<file path="config.mk">
export PLATFORM = sky130hd
export DESIGN_NAME = fdp_tdiv
export DESIGN_NICKNAME = d
export VERILOG_FILES = /design/src/rtl/fdp_pkg.sv /design/src/rtl/fdp_tdiv.sv
export SDC_FILE = /design/constraint.sdc
export NUM_CORES = 2
export LEC_CHECK = 0
export BUFFER_PORTS_ARGS = -buffer_cell sky130_fd_sc_hd__buf_2
export CORE_MARGIN = 2
export CORE_UTILIZATION = 58
export DETAILED_ROUTE_END_ITERATION = 8
export PLACE_DENSITY = 0.78
export REMOVE_ABC_BUFFERS = 1
export SLEW_MARGIN = 20
export SYNTH_ARGS = -nofsm -noshare
export SYNTH_HDL_FRONTEND = slang
export SYNTH_SLANG_ARGS = --single-unit
</file>
<file path="constraint.sdc">
create_clock -name clk -period 9.2 [get_ports clk]
set_input_delay 0.46 -clock clk [delete_from_list [all_inputs] [get_ports clk]]
set_output_delay 0.46 -clock clk [all_outputs]
set_load 0.05 [all_outputs]
</file>
<file path="src/rtl/fdp_pkg.sv">
// ----------------------------------------------------------------------------
// fdp_pkg: shared types and constants of the feed distance profile.
// Segment codes, register indexes and the Bernstein control polygons.
// ----------------------------------------------------------------------------
package fdp_pkg;

	// Segment of the feed profile that a sample falls into.
	typedef enum logic [1:0] {
		SEG_ACCEL  = 2'd0,
		SEG_CRUISE = 2'd1,
		SEG_DECEL  = 2'd2
	} seg_t;

	// Configuration register indexes.
	localparam int NUM_REGS  = 8;
	localparam int REG_IDX_W = 3;
	typedef enum logic [REG_IDX_W-1:0] {
		REG_SPEED_START  = 3'd0,
		REG_SPEED_CRUISE = 3'd1,
		REG_SPEED_END    = 3'd2,
		REG_TIME_ACCEL   = 3'd3,
		REG_TIME_CRUISE  = 3'd4,
		REG_TIME_DECEL   = 3'd5,
		REG_DIST_ACCEL   = 3'd6,
		REG_DIST_CRUISE  = 3'd7
	} reg_idx_t;

	// Weights are Q2.30 and fit in 32 bits.
	localparam int WEIGHT_FRAC = 30;
	localparam int WEIGHT_W    = 32;

	// Distances and speeds are Q16.16.
	localparam int VALUE_FRAC = 16;

	// Output distance field width.
	localparam int DIST_W = 32;

	// Bits of the divide-by-six quotient resolved per stage.
	localparam int DIV_BITS = 8;

	// Control polygons of the two weight curves, in units of 2^WEIGHT_FRAC.
	localparam logic [1:0] CTL_A [0:6] = '{2'd0, 2'd1, 2'd2, 2'd3, 2'd3, 2'd3, 2'd3};
	localparam logic [1:0] CTL_B [0:6] = '{2'd0, 2'd0, 2'd0, 2'd0, 2'd1, 2'd2, 2'd3};

endpackage

</file>
<file path="src/rtl/fdp_tdiv.sv">
// ----------------------------------------------------------------------------
// fdp_tdiv: local time within the segment.
// Restoring division of the time into the segment by its length, one
// quotient bit per stage, with the end of the segment taken as exactly one.
// ----------------------------------------------------------------------------
module fdp_tdiv #(
	parameter int TAU_FRAC_BITS = 16,
	parameter int VALUE_WIDTH   = 32,
	localparam int EL_W         = TAU_FRAC_BITS + VALUE_WIDTH + 2
) (
	input  logic                     clk,
	input  logic                     arst_n,
	input  logic                     in_valid,
	output logic                     in_ready,
	input  fdp_pkg::seg_t            in_seg,
	input  logic [EL_W-1:0]          in_num,
	input  logic                     in_zero,
	input  logic [VALUE_WIDTH-1:0]   time_accel,
	input  logic [VALUE_WIDTH-1:0]   time_cruise,
	input  logic [VALUE_WIDTH-1:0]   time_decel,
	output logic                     out_valid,
	input  logic                     out_ready,
	output fdp_pkg::seg_t            out_seg,
	output logic [TAU_FRAC_BITS:0]   out_t,
	output logic                     out_zero
);
	import fdp_pkg::*;

	localparam int NS = TAU_FRAC_BITS + 1;
	localparam logic [TAU_FRAC_BITS:0] TAU_ONE = {1'b1, {TAU_FRAC_BITS{1'b0}}};

	logic [NS:1]   v_q;
	logic [NS:0]   vin;
	logic [NS+1:1] rdy;

	logic [EL_W-1:0]          num_s  [1:NS];
	logic [VALUE_WIDTH-1:0]   len_s  [1:NS];
	logic [TAU_FRAC_BITS-1:0] t_s    [1:NS];
	logic                     full_s [1:NS];
	seg_t                     seg_s  [1:NS];
	logic                     zero_s [1:NS];

	logic [VALUE_WIDTH-1:0] len_c;

	// Stage valid bits and the ready chain.
	assign vin = {v_q, in_valid};
	always_comb begin
		rdy[NS+1] = out_ready;
		for (int k = NS; k >= 1; k--) begin
			rdy[k] = !v_q[k] || rdy[k+1];
		end
	end
	assign in_ready = rdy[1];

	always_ff @(posedge clk or negedge arst_n) begin
		if (!arst_n) begin
			v_q <= '0;
		end else begin
			for (int k = 1; k <= NS; k++) begin
				if (rdy[k]) begin
					v_q[k] <= vin[k-1];
				end
			end
		end
	end

	// Stage 1: segment length and the test for the end of the segment.
	always_comb begin
		unique case (in_seg)
			SEG_ACCEL:  len_c = time_accel;
			SEG_CRUISE: len_c = time_cruise;
			SEG_DECEL:  len_c = time_decel;
			default:    len_c = time_decel;
		endcase
	end

	always_ff @(posedge clk) begin
		if (rdy[1] && vin[0]) begin
			num_s[1]  <= in_num;
			len_s[1]  <= len_c;
			t_s[1]    <= '0;
			full_s[1] <= (len_c == '0) || (in_num >= (EL_W'(len_c) << TAU_FRAC_BITS));
			seg_s[1]  <= in_seg;
			zero_s[1] <= in_zero;
		end
	end

	// Later stages: one quotient bit each, most significant first.
	for (genvar k = 2; k <= NS; k++) begin : g_bit
		logic [EL_W-1:0] dsr;
		assign dsr = EL_W'(len_s[k-1]) << (NS - k);

		always_ff @(posedge clk) begin
			if (rdy[k] && vin[k-1]) begin
				len_s[k]  <= len_s[k-1];
				full_s[k] <= full_s[k-1];
				seg_s[k]  <= seg_s[k-1];
				zero_s[k] <= zero_s[k-1];
				if (num_s[k-1] >= dsr) begin
					num_s[k] <= num_s[k-1] - dsr;
					t_s[k]   <= t_s[k-1] | (TAU_FRAC_BITS'(1) << (NS - k));
				end else begin
					num_s[k] <= num_s[k-1];
					t_s[k]   <= t_s[k-1];
				end
			end
		end
	end

	assign out_valid = v_q[NS];
	assign out_seg   = seg_s[NS];
	assign out_zero  = zero_s[NS];
	assign out_t     = full_s[NS] ? TAU_ONE : {1'b0, t_s[NS]};

endmodule

</file>
==> flow_summary_export.csv <==
group,metric,value,unit
status,status,"finished, final reports clean",
final_layout,fillers,10650,
place,hpwlAfterDp,142000,µm
final_layout,multi_input_area,34600,µm²
die,start_util,0.584,
worst_setup_path,end_kind,"flip-flop",
pwr,irDropWorstVdd,0.208,mV
detailed_routing,ant_nets,0,
worst_setup_path,cp.required,9.76,ns
final_layout,mostFrequentLayoutCells,"edfxtp_1, nand2_1, inv_1",
detailed_routing,drt-wirelength-per-cell,18.7,µm
final_layout,drive_gt1_frac,0.0742,
global_routing,grt_pass1_wl,291000,µm
clock_tree,cts_tree,"yes",
timing,fin_crit_sh,0.534,
pwr,p_total,29.0,mW
timing,fin_skew,0.0246,ns
pwr,powerDensity,311,nW/µm²
final_layout,register_area,45900,µm²
yosys,yosys_most_used_dff,"edfxtp_1",
die,ios,175,
clock_tree,clk_path_buf_depth,3,
global_routing,track_usage,0.250,
yosys,synth-seq-area-share,0.549,
final_layout,fin_nets,8526,
yosys,avgSynthCellArea,11.1,µm²
die,dieWidth,384,µm
timing,hold_violations,0,
clock_tree,postCtsResizedCells,0,
timing,max_slew_margin,0.286,
detailed_routing,drc,0,
worst_setup_path,slowest_delay,0.84,ns
worst_hold_path,worst_hold_path_type,"in -> reg",
die,coreArea,143000,µm²
worst_setup_path,crit_arrival,5.48,ns
global_routing,overflow,0,
yosys,synth_cell_type_count,91,
worst_setup_path,slowest_stage,"o31ai_1",
timing,worstMarginPinSlew,1.06,ns
detailed_routing,drtIter0Drc,3087,
worst_setup_path,startpoint_type,"flip-flop",
timing,fin_crit,4.91,ns
die,dieArea,147000,µm²
global_routing,antenna_found_initial,1,
yosys,ys_ff_latch,1533,
die,die_y,384,µm
final_layout,utilization,0.649,
final_layout,final_common_cell,"edfxtp_1",
yosys,synth_edf_count,1516,
yosys,netlist_instances,7510,
job,maxCapViolCount,0,
clock_tree,insertion_delay,0.81,ns
final_layout,syn_to_final_growth,11.2,%
global_routing,grt_pass1_vias,57935,
global_routing,grt_max_degree,96,
place,placed_cell_area,86800,µm²
place,gp_congestion,1.02,
timing,finalSetupViolations,0,
timing,rsz0062_at_grt,"false",
detailed_routing,routed_wl,184000,µm
worst_setup_path,criticalPathCategory,"reg -> reg",
timing,fmax,204,MHz
die,std_cell_rows,139,
yosys,synth-async-reset-ratio,0.0111,
clock_tree,cts.sinks,1533,
timing,slew_violations,0,
detailed_routing,viasPerCell,5.78,
yosys,synth_warnings,0,
detailed_routing,vias,56957,
worst_setup_path,worstPathCellList,"ha_1 > nor2_1 > a211oi_1 > nor3_1 > o31ai_1 > a21oi_1 > buf_4 > o311ai_1 > a211oi_4 > buf_4 > nor3_1 > nand3_1 > xnor2_1",
place,port_buffers,174,
clock_tree,clkTransAtPathRegs,0.06,ns
detailed_routing,first_pass_iters,7,
clock_tree,cts_max_level,4,
final_layout,postLayoutCellArea,93000,µm²
clock_tree,cts_root_buf,"clkbuf_16",
worst_setup_path,cp_max_fo,59,
clock_tree,cts_buffers,166,
pwr,p_leak,36.7,nW
yosys,synth_area,83600,µm²
[logic make-up (layout without fill, tap and decap cells)]
kind of cell	Yosys count	after routing	share of synthesized area
AND/OR/NAND/NOR	1984	1984	0.116
AO/OA/AOI/OAI	1950	1950	0.143
flip-flops	1533	1533	0.549
buffers and inverters	863	1295	0.0393
adder cells (fa/ha/maj)	559	559	0.0850
XOR/XNOR	551	551	0.0577
multiplexers	70	70	0.00916
other	0	4	0
[sequential cells by signal (all words and copies together), names as in the netlist]
signal and flops:
seg_s 34, t_s 136, full_s 17, v_q 17, zero_s 17, len_s 512
num_s 800
[final timing paths]
kind | from | cells past startpoint | end | slack [ns]
worst min register to register | seg_s[0][18] | 0 | seg_s[0][20] | 0.41
worst max register to register | num_s[0][753] | 13 | num_s[0][847] | 4.29
max in group asynchronous | arst_n | 2 | v_q[6] | 8.68
worst max-delay path | num_s[0][753] | 13 | num_s[0][847] | 4.29
min in group asynchronous | arst_n | 2 | v_q[9] | 0.18
worst min-delay path | time_decel[25] | 3 | len_s[0][57] | 0.08
[worst max-delay path, delay by kind of cell, from the launching register on]
family | cells | cell delay [ns]
buf+inv | 2 | 0.52
fa+ha+maj | 1 | 0.38
xor+xnor | 1 | 0.16
compound gates | 5 | 2.02
simple gates | 4 | 1.18
flops | 1 | 0.40
[Yosys cell counts, types with 53 or more instances]
cell,n,share of area
edfxtp_1,1516,0.54
inv_1,688,0.031
nand2_1,688,0.031
o21ai_0,618,0.037
ha_1,544,0.081
a21oi_1,534,0.032
nor2_1,381,0.017
xnor2_1,284,0.030
a21o_1,267,0.024
xor2_1,267,0.028
clkbuf_1,152,0.0068
nor3_1,133,0.0080
nand2b_1,115,0.0086
nand3_1,107,0.0064
nand4_1,100,0.0075
nor4_1,84,0.0063
nor2b_1,78,0.0058
o21a_1,71,0.0064
and3_1,57,0.0043
o21bai_1,53,0.0048
[where the power goes]
part	internal (mW)	switching, mW	leakage (nW)
registers	10.2	0.967	14.7
clock network	3.71	2.75	2.56
logic	4.66	6.63	19.4
[per-stage QoR]
step / setup slack, ns / hold WS [ns] / instances / setup TNS [ns]
2_1_floorplan: -3.79 / 0.164 / 7335 / -260.99
3_3_place_gp: 4.39 / 0.400 / 9468 / 0
3_5_place_dp: 4.34 / 0.405 / 9468 / 0
4_1_cts: 4.33 / 0.00489 / 9844 / 0
5_1_grt: 4.08 / 0.0475 / 9845 / 0
6_report: 4.29 / 0.0773 / 9849 / 0
[area by class of cell]
cell class | count | share of cell area
Antenna cell | 4 | 0.000108
Clock buffer | 207 | 0.0465
Clock inverter | 89 | 0.0107
Inverter | 688 | 0.0278
Multi-Input combinational cell | 5114 | 0.372
Sequential cell | 1533 | 0.494
Tap cell | 1903 | 0.0256
Timing Repair Buffer | 311 | 0.0228
[routing by layer]
layer  track usage  vias to the layer above  part of all wire
met5             0                        -                 0
met4         0.170                        0             0.073
met3        0.0333                      569             0.031
met2         0.488                     1482              0.55
met1         0.239                    26725              0.35
li1              -                    28181                 -
[timing repair]
| action | CTS | global route |
|---|---|---|
| hold buffers | 80 | 0 |
| hold endpoints to repair | 98 | 0 |
| buffers inserted | 0 | 0 |
(Power assumes the default switching activity.)
